===== src/rtl/core/ppau_pkg.sv =====
package ppau_pkg;

  localparam int unsigned MODE_W     = 3;
  localparam int unsigned POS_W      = 12;
  localparam int unsigned PITCH_W    = 14;
  localparam int unsigned PIX_W      = 32;
  localparam int unsigned CFG_DATA_W = 14;
  localparam int unsigned ROW_W      = POS_W + PITCH_W;
  localparam int unsigned XOFF_W     = POS_W + 2;
  localparam int unsigned ADDR_W     = ROW_W + 1;
  localparam int unsigned NB_W       = 3;

  localparam logic [MODE_W-1:0] BPP_32 = 3'd0;
  localparam logic [MODE_W-1:0] BPP_24 = 3'd1;
  localparam logic [MODE_W-1:0] BPP_16 = 3'd2;
  localparam logic [MODE_W-1:0] BPP_8  = 3'd3;
  localparam logic [MODE_W-1:0] BPP_1  = 3'd4;

  localparam logic CFG_BPP_MODE   = 1'b0;
  localparam logic CFG_LINE_PITCH = 1'b1;

  localparam logic FUNC_READ  = 1'b0;
  localparam logic FUNC_WRITE = 1'b1;

  typedef struct packed {
    logic                start;
    logic [MODE_W-1:0]   mode;
    logic [POS_W-1:0]    pos_x;
    logic [POS_W-1:0]    pos_y;
    logic [PITCH_W-1:0]  pitch;
  } agen_req_t;

  typedef struct packed {
    logic              done;
    logic              oor;
    logic [ADDR_W-1:0] addr;
  } agen_res_t;

  // Bytes touched per pixel; zero marks a mode that is not supported.
  function automatic logic [NB_W-1:0] nbytes(input logic [MODE_W-1:0] mode);
    logic [NB_W-1:0] n;
    unique case (mode)
      BPP_32:  n = 3'd4;
      BPP_24:  n = 3'd3;
      BPP_16:  n = 3'd2;
      BPP_8:   n = 3'd1;
      BPP_1:   n = 3'd1;
      default: n = 3'd0;
    endcase
    return n;
  endfunction

endpackage


===== src/rtl/core/ppau_agen.sv =====
module ppau_agen #(
  parameter int unsigned STORE_BYTES = 262144
) (
  input  logic                clk_i,
  input  logic                rst_ni,
  input  ppau_pkg::agen_req_t req_i,
  output ppau_pkg::agen_res_t res_o
);

  localparam logic [ppau_pkg::ADDR_W:0] StoreLim = (ppau_pkg::ADDR_W + 1)'(STORE_BYTES);

  logic                          v1_q, v2_q;
  logic [ppau_pkg::ROW_W-1:0]    row_d, row_q;
  logic [ppau_pkg::XOFF_W-1:0]   xoff_d, xoff_q;
  logic [ppau_pkg::NB_W-1:0]     nb_q;
  logic [ppau_pkg::ADDR_W-1:0]   sum_d, addr_q;
  logic [ppau_pkg::ADDR_W:0]     end_d;
  logic                          oor_d, oor_q;

  assign row_d = ppau_pkg::ROW_W'(req_i.pos_y) * ppau_pkg::ROW_W'(req_i.pitch);

  always_comb begin
    unique case (req_i.mode)
      ppau_pkg::BPP_32: xoff_d = {req_i.pos_x, 2'b00};
      ppau_pkg::BPP_24: xoff_d = ppau_pkg::XOFF_W'({req_i.pos_x, 1'b0})
                                 + ppau_pkg::XOFF_W'(req_i.pos_x);
      ppau_pkg::BPP_16: xoff_d = ppau_pkg::XOFF_W'({req_i.pos_x, 1'b0});
      ppau_pkg::BPP_8:  xoff_d = ppau_pkg::XOFF_W'(req_i.pos_x);
      ppau_pkg::BPP_1:  xoff_d = ppau_pkg::XOFF_W'(req_i.pos_x[ppau_pkg::POS_W-1:3]);
      default:          xoff_d = '0;
    endcase
  end

  // Second stage: row base plus column offset, then the end of the pixel
  // is checked against the store size.
  assign sum_d = ppau_pkg::ADDR_W'(row_q) + ppau_pkg::ADDR_W'(xoff_q);
  assign end_d = {1'b0, sum_d} + (ppau_pkg::ADDR_W + 1)'(nb_q);
  assign oor_d = end_d > StoreLim;

  always_ff @(posedge clk_i or negedge rst_ni) begin
    if (!rst_ni) begin
      v1_q <= 1'b0;
      v2_q <= 1'b0;
    end else begin
      v1_q <= req_i.start;
      v2_q <= v1_q;
    end
  end

  always_ff @(posedge clk_i) begin
    row_q  <= row_d;
    xoff_q <= xoff_d;
    nb_q   <= ppau_pkg::nbytes(req_i.mode);
    addr_q <= sum_d;
    oor_q  <= oor_d;
  end

  assign res_o.done = v2_q;
  assign res_o.oor  = oor_q;
  assign res_o.addr = addr_q;

endmodule

===== config.mk =====
export PLATFORM = sky130hd
export DESIGN_NAME = ppau_agen
export DESIGN_NICKNAME = d
export VERILOG_FILES = /design/src/rtl/core/ppau_pkg.sv /design/src/rtl/core/ppau_agen.sv
export SDC_FILE = /design/constraint.sdc
export NUM_CORES = 1
export LEC_CHECK = 0
export ABC_AREA = 1
export BUFFER_PORTS_ARGS = -buffer_cell sky130_fd_sc_hd__buf_2
export CAP_MARGIN = 10
export CORE_UTILIZATION = 28
export DETAILED_ROUTE_END_ITERATION = 6
export PLACE_DENSITY = 0.5
export SYNTH_ARGS = -nofsm -noshare
export SYNTH_HDL_FRONTEND = slang
export SYNTH_SLANG_ARGS = --single-unit
export TNS_END_PERCENT = 10

===== constraint.sdc =====
create_clock -name clk_i -period 3.3 [get_ports clk_i]
set_input_delay 0.33 -clock clk_i [delete_from_list [all_inputs] [get_ports clk_i]]
set_output_delay 0.33 -clock clk_i [all_outputs]
set_load 0.05 [all_outputs]

# --- Yosys cells after proc, flatten, opt, wreduce, memory -nomap -nowiden ---
# Index checks and enable logic that the tools add are counted.
# Widths: inputs -> output; s select.
word_totals:
  ff_bits: 73
  latch_bits: 0
  ramBits: 0
  romBits: 0
  in_bits: 44
  elab_cells: 20
  n_memories: 0
classes:
  addsub: 3
  mul: 1
  n_div: 0
  order_cmp: 1
  n_eq_ne: 4
  n_shift: 0
  mux: 2
  bitwise: 0
  n_reduce_logical: 2
ops:
  columns: ["op", "n"]
  rows:
  - ["$pmux 14 s5", 1]
  - ["$add 27x3->28", 1]
  - ["$gt 28x19->1 const B", 1]
  - ["$add 26x14->27", 1]
  - ["$mul 12x14->26", 1]
  - ["$add 13x12->14", 1]
  - ["$pmux 3 s4", 1]
  - ["$eq 3x2->1 const B", 2]
  - ["$eq 3x1->1 const B", 1]
  - ["$eq 3x3->1 const B", 1]
  - ["$logic_not 3->1", 1]
  - ["$reduce_or 2->1", 1]

# --- Longest topological paths before layout ---
# Gate-level depths: netlist of the first run.
depth:
  depth_word: 3
  ltp_mapped: 24
  depth_no_buf: 23

# --- Worst setup path before layout of the first run ---
# No wires, ideal clock.
synth_timing:
  kind: "input to register"
  start: "in req_i[0] (netlist bit)"
  end: "reg row_q[22] (netlist bit)"
  arrival_time_ns: 4.899
  path_slack_ns: -1.720
  stages: 19
  n_path_buf: 1
  cell_sequence: "clkbuf_1 -> nand2_1 -> fa_1 -> fa_1 -> inv_1 -> fa_1 -> fa_1 -> inv_1 -> fa_1 -> inv_1 -> ha_1 -> nand2_1 -> o21ai_0 -> a21oi_1 -> o21ai_1 -> a21oi_1 -> o21ai_1 -> a31oi_1 -> xnor2_1"
synth_via:
  elab_chain_cells: 1
synth_lines:
  columns: ["element", "line_no", "text"]
  rows:
  - ["start: declaration", "ppau_agen.sv:6", "input ppau_pkg::agen_req_t req_i,"]
  - ["$mul 12x14->26", "ppau_agen.sv:20", "assign row_d = ppau_pkg::ROW_W'(req_i.pos_y) * ppau_pkg::ROW_W'(req_i.pitch);"]
  - ["net row_d, one bit", "ppau_agen.sv:13", "logic [ppau_pkg::ROW_W-1:0] row_d, row_q;"]
  - ["end signal: assignment", "ppau_agen.sv:51", "row_q <= row_d;"]
  - ["end: declaration", "ppau_agen.sv:13", null]
# The timed path passes the listed nets, and every way through them passes these cells.

# --- Worst setup path in the final report of the first run ---
layout_timing:
  start: "in req_i[17] (netlist bit)"
  end: "reg row_q[25] (netlist bit)"
# The elaborated chain is that of the path after synthesis.

==> results of run 1 <==
==> power breakdown <==
| group | total, W | leakage [nW] | internal [W] | switching (W) |
|---|---|---|---|---|
| registers | 0.00144 | 0.619 | 0.00129 | 0.000151 |
| clock network | 0.000965 | 0.148 | 0.000619 | 0.000346 |
| logic | 0.0106 | 6.36 | 0.00478 | 0.00585 |
| total | 0.0130 | 7.12 | 0.00669 | 0.00635 |
==> layout by cell type (no fill, tap or decap), types with 7 or more instances in the layout <==
cell type	instances
a21oi_1	35
a21oi_2	12
buf_2	54
buf_4	119
buf_6	8
clkbuf_16	9
dfxtp_1	71
fa_1	110
fa_2	13
ha_1	79
ha_4	12
inv_1	315
inv_2	23
nand2_1	415
nand2_2	43
nand2_4	8
nand3_1	69
nand3_2	7
nand4_1	26
nor2_1	57
nor2_2	10
nor2_4	7
nor3_1	11
o21ai_0	14
o22ai_1	7
xnor2_1	10
xor2_1	19
==> through the flow <==
stage / area [sq um] / hold WS [ps] / utilization
floorplan: 10900 / 34.4 / -
global placement: 12300 / 113 / 0.337
detailed placement: 12300 / 116 / 0.337
CTS: 12800 / 86.1 / 0.351
global route: 12900 / 91.1 / 0.353
finish: 12900 / 101 / 0.353
==> how the worst min path moves through the flow <==
stage	from	to	slack, ps	depth (start not counted)
3_3_place_gp	rst_ni	v1_q	110	1
3_5_place_dp	rst_ni	v2_q	120	1
5_1_grt	req_i[41]	v1_q	90	1
6_report	req_i[41]	v1_q	100	1
4_1_cts	req_i[41]	v1_q	90	1
2_1_floorplan	rst_ni	v1_q	30	0
==> kinds of logic (layout without fill, tap and decap cells) <==
kind of cell	after synthesis	count (layout)	synth area share
buffers and inverters	369	542	0.134
XOR/XNOR	32	32	0.0270
flip-flops	73	73	0.142
AO/OA/AOI/OAI	107	107	0.0606
AND/OR/NAND/NOR	669	669	0.288
adder cells (fa/ha/maj)	216	216	0.349
==> critical path, cell delays in order <==
cell      delay [ps]
buf_2            100
buf_12           130
nand2_2           60
fa_1             470
fa_1             510
inv_1             50
fa_1             460
fa_1             510
inv_2             50
fa_1             550
inv_2             50
ha_4             280
nand2_2           80
o21ai_1          180
a21oi_2           50
o21ai_2           70
nand2_1           70
o211ai_1         100
nand3_1          120
nand2_2          110
a21oi_2           70
xor2_1           150
==> synthesized netlist by cell type, types with 4 or more instances <==
master	number
xnor2_1	11
o22ai_1	7
o221ai_1	5
nand3_1	70
fa_1	123
o21bai_1	5
o211ai_1	5
a21oi_1	47
nand3_2	6
inv_1	324
nor2_2	8
dfxtp_1	71
inv_2	14
ha_1	93
nor3_1	13
nor2_4	5
nand2_1	433
nand2_2	29
nand2_4	4
nand4_1	26
o21ai_0	21
xor2_1	21
clkbuf_1	26
nor2_1	61
==> flip-flops by register name, indices dropped and copies added, names as in the netlist <==
name	count
addr_q	27
nb_q	3
oor_q	1
row_q	26
v1_q	1
v2_q	1
xoff_q	14
==> final cells by class <==
type                       instances  area [sq um]
multi-input combinational       1024          7930
tap                              468           586
clock buffer                      12           256
sequential                        73          1470
timing repair buffer             186          1340
clock inverter                     3          40.0
inverter                         341          1280
fill                            3892         23600
==> routing by layer <==
| metal | GRT usage | vias up | share of wire |
|---|---|---|---|
| li1 | - | 4792 | - |
| met1 | 0.191 | 4274 | 0.50 |
| met5 | 0 | - | 0 |
| met4 | 0.0326 | 0 | 0.0097 |
| met2 | 0.240 | 153 | 0.47 |
| met3 | 0.0116 | 16 | 0.026 |
==> repair_timing <==
| action | 4_1_cts | 5_1_grt |
|---|---|---|
| hold buffers | 1 | 0 |
| setup buffers | 4 | 1 |
| pin swaps | 30 | 11 |
| hold endpoints to repair | 2 | 0 |
| endpoints found under the setup margin | 20 | 21 |
| gates resized for setup | 56 | 14 |
==> results.cfg, run 1 <==
[logic_synthesis]
synth-seq-cells = 73
syn-instance-count = 1466
yosysUniqueCellTypes = 42
syn-cell-area_sq_mm = 0.0104
synth_edf_count = 0
yosysWarnings = 0
ys.flop_type = dfxtp_1
postSynthAreaPerCell_sq_um = 7.09
yosysTopAreaCell = fa_1
post-synth-top-area-fraction = 0.237
ys_seq_area_frac = 0.142
mappedNetlistNets = 1726
netlist_top_cells_area = fa_1, nand2_1, dfxtp_1
async_reset_ff_frac = 0.0274

[power_and_ir_drop]
irDropWorstVdd_mv = 0.772
power.density_mw_per_mm2 = 1010
power_w = 0.0130
leakagePower_nw = 7.12

[worst_setup_path]
endpoint_kind = register
crit_type = in2reg
r2r-start = row_q[0]
startpoint_type = input pin
crit_required_ps = 3510
rr_endpoint = oor_q
crit_fanout = 9
reg2reg_slack_ps = 210
arrival_ps = 4550
worstSetupStartpoint = req_i[17]
reg2reg_depth = 20
cp-endpoint = row_q[25]

[floorplanning]
die-area_sq_mm = 0.0379
core-area_sq_mm = 0.0365
initial_utilization = 0.284
io_pins = 73
die_h_um = 195
rows = 70
die_x_um = 195

[sta]
worst_slew_pin_slew_ps = 583
fin_setup_tns_ps = -15420
hold_viol = 0
finalSetupViolCount = 19
maxSlewHeadroom = 0.608
period_needed_ps = 4340
fin_ws_ps = -1040
clock_skew_ps = 8.92
rsz0062_at_grt = true
min_period_over_period = 1.31
max_freq_mhz = 230
finalMaxSlewViolations = 0

[outcome]
status = finished, violations left
violations = negative setup slack

[cts]
cts_max_level = 3
cts_buffers = 9
numClockSinks = 73
cts.clk_slew.worst_paths_ps = 50
clock_latency_ps = 330
root_buffer = clkbuf_16
cts_tree = built
clockBufferDepth = 2

[drt]
ant_nets = 0
routed_wl_um = 25800
vias = 9235
remaining_drc_errors = 0
via_per_inst = 4.38
wl_per_cell_um = 12.2
dr.pass1.iters = 5
first_iter_violations = 372

[grt]
grt_pass1_wl_um = 44000
grt_max_degree = 13
grt_pass1_vias = 9347
antenna_found_initial = 0
grtUsageTotal = 0.140
grt_remaining_overflow = 0

[layout]
instances_no_fill = 2107
antenna_cells = 0
final_net_count = 1895
syn_to_final_growth_pct = 24.2
drive_above_1_share = 0.218

[placement]
dp.cells = 2086
pre_cts_ws_ps = -1560
place_hpwl_um = 22500
port-buffer-count = 72
gp_congestion = 0.819

[worst_hold_path]
worst_hold_path_type = in2reg

[run]
cap_violations = 0
Note: power is estimated with default switching activity, not from simulation.
==> run 2, diff against run 1 <==
Clock period 3.3 ns to 4.8 ns, I/O delays scaled along.
==> run 2 against run 1 <==
  * The flow finishes with violations (design-rule violations)
  * Sequential cell count is the same
  * Worst setup slack gained 1200 ps
  * Clock skew is essentially flat
  * Cell area shrank 2.8%
  * Sequential power shrank 31%
==> results.cfg, run 2 (synthesis gave the netlist of run 1 again) <==
[outcome]
status = finished, violations left
violations = design-rule violations

[floorplanning]
die-area_sq_mm = 0.0379
die_h_um = 195
rows = 70
die_x_um = 195
io_pins = 73
core-area_sq_mm = 0.0365
initial_utilization = 0.284

[placement]
place_hpwl_um = 22500
port-buffer-count = 72
gp_congestion = 0.841
place_area_sq_mm = 0.0120

[cts]
cts.clk_slew.worst_paths_ps = 60
clock_latency_ps = 340
clockBufferDepth = 2
cts_max_level = 3
root_buffer = clkbuf_16
numClockSinks = 73
cts_tree = built
cts_buffers = 9

[grt]
use_met3 = 0.00937
grt_pass1_wl_um = 43800
grt_remaining_overflow = 0
grt_max_degree = 13
antenna_found_initial = 1
use_met2 = 0.242
grtUsageTotal = 0.140
grt_pass1_vias = 9201
busiest_layer = met2
grt_util_met1 = 0.191

[drt]
dr.pass1.iters = 6
first_iter_violations = 357
remaining_drc_errors = 1
wl_per_cell_um = 12.2
via_per_inst = 4.39
routed_wl_um = 25500
vias = 9159
ant_nets = 0

[worst_setup_path]
crit_type = in2reg
crit_required_ps = 5070
endpoint_kind = register
arrival_ps = 4890
crit_fanout = 9
startpoint_type = input pin

[sta]
clock_skew_ps = 8.79
period_needed_ps = 4620
rsz0062_at_grt = true
whs_ps = 248
max_freq_mhz = 216
min_period_over_period = 0.963
finalMaxSlewViolations = 0
worst_slew_pin_slew_ps = 1060
finalSetupViolCount = 0
maxSlewHeadroom = 0.285
hold_viol = 0

[run]
cap_violations = 0

[power_and_ir_drop]
irDropWorstVdd_mv = 0.442
leakagePower_nw = 7.00
power_w = 0.00851
power.density_mw_per_mm2 = 679

[layout]
final_net_count = 1873
fillers = 3940
final_common_cell = nand2_1
largest_register_ffs = 27
post-route-cell-area_sq_mm = 0.0125
drive_above_1_share = 0.187
antenna_cells = 0
largest_register = addr_q
reg_top3 = addr_q x27, row_q x26, xoff_q x14
syn_to_final_growth_pct = 20.8
mostFrequentLayoutCells = nand2_1, inv_1, fa_1, buf_4, ha_1

[worst_hold_path]
worst_hold_path_type = in2reg
-- run 2: cell types whose count changed in the layout (fill, tap and decap cells not counted), sizes merged --
cell    previous run  this run
buf              185       161
clkbuf            12        14
inv              338       339
-- run 2: final cells by class --
type                    count  area (sq um)  share of cell area
repair buffers            164          1110              0.0889
multi-input cells        1024          7780               0.620
flip-flops and latches     73          1470               0.117
inverters                 341          1280               0.102
clock inverters             4          48.8             0.00389
well taps                 468           586              0.0467
clock buffers              12           267              0.0212
-- run 2: worst max-delay path: stages --
cell and delay [ps]:
clkbuf_4 190, nand2_1 90, fa_1 480, fa_1 510, inv_1 50, fa_1 490, fa_1 540, inv_1 60
fa_1 530, inv_1 60, ha_4 280, nand2_1 90, nor2_2 140, nand2_1 80, o21ai_2 140, nand2_1 70
o211ai_1 100, nand3_1 120, nand2_2 110, nand3_1 70, nand2_1 80, xor2_1 140
-- run 2: layer usage --
metal / vias to the layer above / routed length, um
met4: 0 / 197
met5: - / 0
li1: 4743 / -
met2: 121 / 11900
met3: 14 / 586
met1: 4281 / 12800
-- run 2: path summary, 6_finish.rpt --
kind	startpoint	endpoint	slack, ps	cells after the start
worst max-delay path	req_i[18]	row_q[23]	180	22
worst min-delay path	req_i[41]	v1_q	250	1
worst max register to register	row_q[0]	oor_q	1400	19
worst min register to register	v1_q	v2_q	360	0
max in group asynchronous	rst_ni	v1_q	4260	2
min in group asynchronous	rst_ni	v2_q	450	2
-- run 2: where the power goes --
part / switching (W) / internal (W)
Combinational: 0.00387 / 0.00295
Clock: 0.000252 / 0.000445
Sequential: 0.000106 / 0.000888
-- run 2: what timing repair did --
action | CTS | global route
gates resized for setup | 0 | 66
setup buffers | 0 | 1
endpoints found under the setup margin | 0 | 6
hold buffers | 1 | 0
endpoints found under the hold margin | 2 | 0
-- run 2: metrics by stage --
step	setup WS, ps	utilization	TNS [ps]	instances
after floorplan	0.813	-	0	1466
after global placement	-269	0.329	-1970	2068
after detailed placement	-344	0.329	-2330	2068
after CTS	5.61	0.338	0	2085
after global routing	-37.2	0.343	-37.2	2086
final	179	0.343	0	2086
==> run 3, diff against run 2 <==
Settings changed: PLACE_DENSITY 0.5 to unset, PLACE_DENSITY_LB_ADDON set to 0.05.
==> run 3 against run 2 <==
  * The run now ends clean
  * Total power grew 0.90%
  * Maximum frequency increased by 1.2%
  * Clock power rose by 8.6%
  * Cell area is 0.95% higher
  * Worst hold slack worse by 9.8 ps
  * Worst setup slack better by 53 ps
  * Global-route usage up 1.3 points
  * Routed wire length increased by 8.4%
  * Critical path type unchanged
  * Critical endpoint unchanged
  * Largest power group unchanged
  * Highest routed layer unchanged
==> results.cfg, run 3 (synthesis gave the netlist of run 1 again) <==
[power_and_ir_drop]
sw_frac_of_total = 0.493
power_w = 0.00859
leakagePower_nw = 7.06
pwr-share-comb = 0.796
irDropWorstVdd_mv = 0.389
clock_power_share = 0.088
sequentialPowerShare = 0.116
power.density_mw_per_mm2 = 678
power.internal_w = 0.00435
switching_power_w = 0.00424

[floorplanning]
die-area_sq_mm = 0.0379
rows = 70
core-area_sq_mm = 0.0365
initial_utilization = 0.284
die_x_um = 195
io_pins = 73
die_h_um = 195

[grt]
grt_pass1_wl_um = 46600
grt_max_degree = 14
grt_pass1_vias = 9365
grtUsageTotal = 0.153
grt_remaining_overflow = 0
antenna_found_initial = 0

[placement]
place_area_sq_mm = 0.0121
gp_congestion = 0.806
place_hpwl_um = 24500
port-buffer-count = 72
pre_cts_ws_ps = -401

[worst_setup_path]
arrival_ps = 4840
crit_required_ps = 5070
endpoint_kind = register
startpoint_type = input pin
crit_type = in2reg
crit_fanout = 6

[layout]
post-route-cell-area_sq_mm = 0.0127
reg_top3 = addr_q x27, row_q x26, xoff_q x14
utilization = 0.347
mostFrequentLayoutCells = nand2_1, inv_1, fa_1, buf_4, ha_1
largest_register = addr_q
antenna_cells = 0
largest_register_ffs = 27
syn_to_final_growth_pct = 21.9
drive_above_1_share = 0.192
final_common_cell = nand2_1
final_net_count = 1882

[run]
cap_violations = 0

[cts]
cts.clk_slew.worst_paths_ps = 60
clockBufferDepth = 2
root_buffer = clkbuf_16
cts_buffers = 9
clock_latency_ps = 350
numClockSinks = 73
cts_tree = built
cts_max_level = 3

[sta]
worst_slew_pin_slew_ps = 1010
min_period_over_period = 0.952
clock_skew_ps = 6.82
whs_ps = 239
period_needed_ps = 4570
fin_ws_ps = 233
rsz0062_at_grt = true
hold_viol = 0
finalSetupViolCount = 0
max_freq_mhz = 219
finalMaxSlewViolations = 0
maxSlewHeadroom = 0.319

[drt]
ant_nets = 0
remaining_drc_errors = 0
dr.pass1.iters = 4
routed_wl_um = 27600
first_iter_violations = 349
via_per_inst = 4.30
wl_per_cell_um = 13.2
vias = 9005

[worst_hold_path]
worst_hold_path_type = in2reg

[outcome]
status = finished clean
run 3: changes by cell type in the layout (fill, tap and decap cells not counted), sizes merged:
cell,previous run,this run
buf,161,168
bufinv,1,2
clkbuf,14,15
clkinv,5,3
clkinvlp,0,1
inv,339,340
run 3: per-layer routing:
metal / up-vias / global-route usage / wire [um]
met5: - / 0 / 0
met1: 4138 / 0.204 / 13800
li1: 4756 / - / -
met3: 23 / 0.0113 / 418
met4: 0 / 0.0388 / 332
met2: 88 / 0.265 / 13100
run 3: final timing paths:
kind	depth (start not counted)	from	slack [ps]	endpoint
worst max-delay path	22	req_i[8]	230	row_q[23]
worst min-delay path	1	req_i[41]	240	v1_q
worst max register to register	19	row_q[0]	1270	oor_q
worst min register to register	0	v1_q	360	v2_q
max in group asynchronous	2	rst_ni	4270	v2_q
min in group asynchronous	2	rst_ni	440	v1_q
run 3: layout make-up:
cell class / instances / area [sq um]
Sequential cell: 73 / 1470
Multi-Input combinational cell: 1024 / 7740
Fill cell: 4009 / 23900
Clock buffer: 11 / 253
Clock inverter: 5 / 85.1
Tap cell: 468 / 586
Inverter: 341 / 1280
Timing Repair Buffer: 173 / 1250
run 3: critical path, stage by stage:
cell and delay (ps):
buf_4 150, nand2_1 70, inv_1 50, fa_1 490, fa_1 590, fa_1 450, fa_1 500, inv_1 50
fa_1 520, inv_1 60, ha_4 280, nand2_2 80, nor2_4 120, nand2_1 70, o21ai_2 150, nand2_1 70
o211ai_1 100, nand3_1 120, nand2_2 110, nand3_1 70, nand2_1 80, xor2_1 140
run 3: power groups by stage:
stage | Clock (W) | Combinational [W] | Sequential [W]
3_3_place_gp | 0 | 0.00660 | 0.00102
5_1_grt | 0.000811 | 0.00775 | 0.00103
3_5_place_dp | 0 | 0.00659 | 0.00102
4_1_cts | 0.000792 | 0.00664 | 0.00100
2_1_floorplan | 0 | 0.00403 | 0.00136
6_report | 0.000757 | 0.00683 | 0.000999
run 3: what timing repair did:
| action | CTS | global route |
|---|---|---|
| setup endpoints to repair | 2 | 9 |
| gates resized for setup | 7 | 66 |
| hold buffers | 1 | 0 |
| hold endpoints to repair | 2 | 0 |
| pin swaps | 0 | 38 |
| setup buffers | 0 | 1 |
| gates cloned | 0 | 0 |
run 3: through the flow:
step                      TNS [ps]  cells
final                            0   2095
after global routing         -8.61   2095
after CTS                        0   2094
after detailed placement     -2760   2077
after global placement       -2290   2077
after floorplan                  0   1466
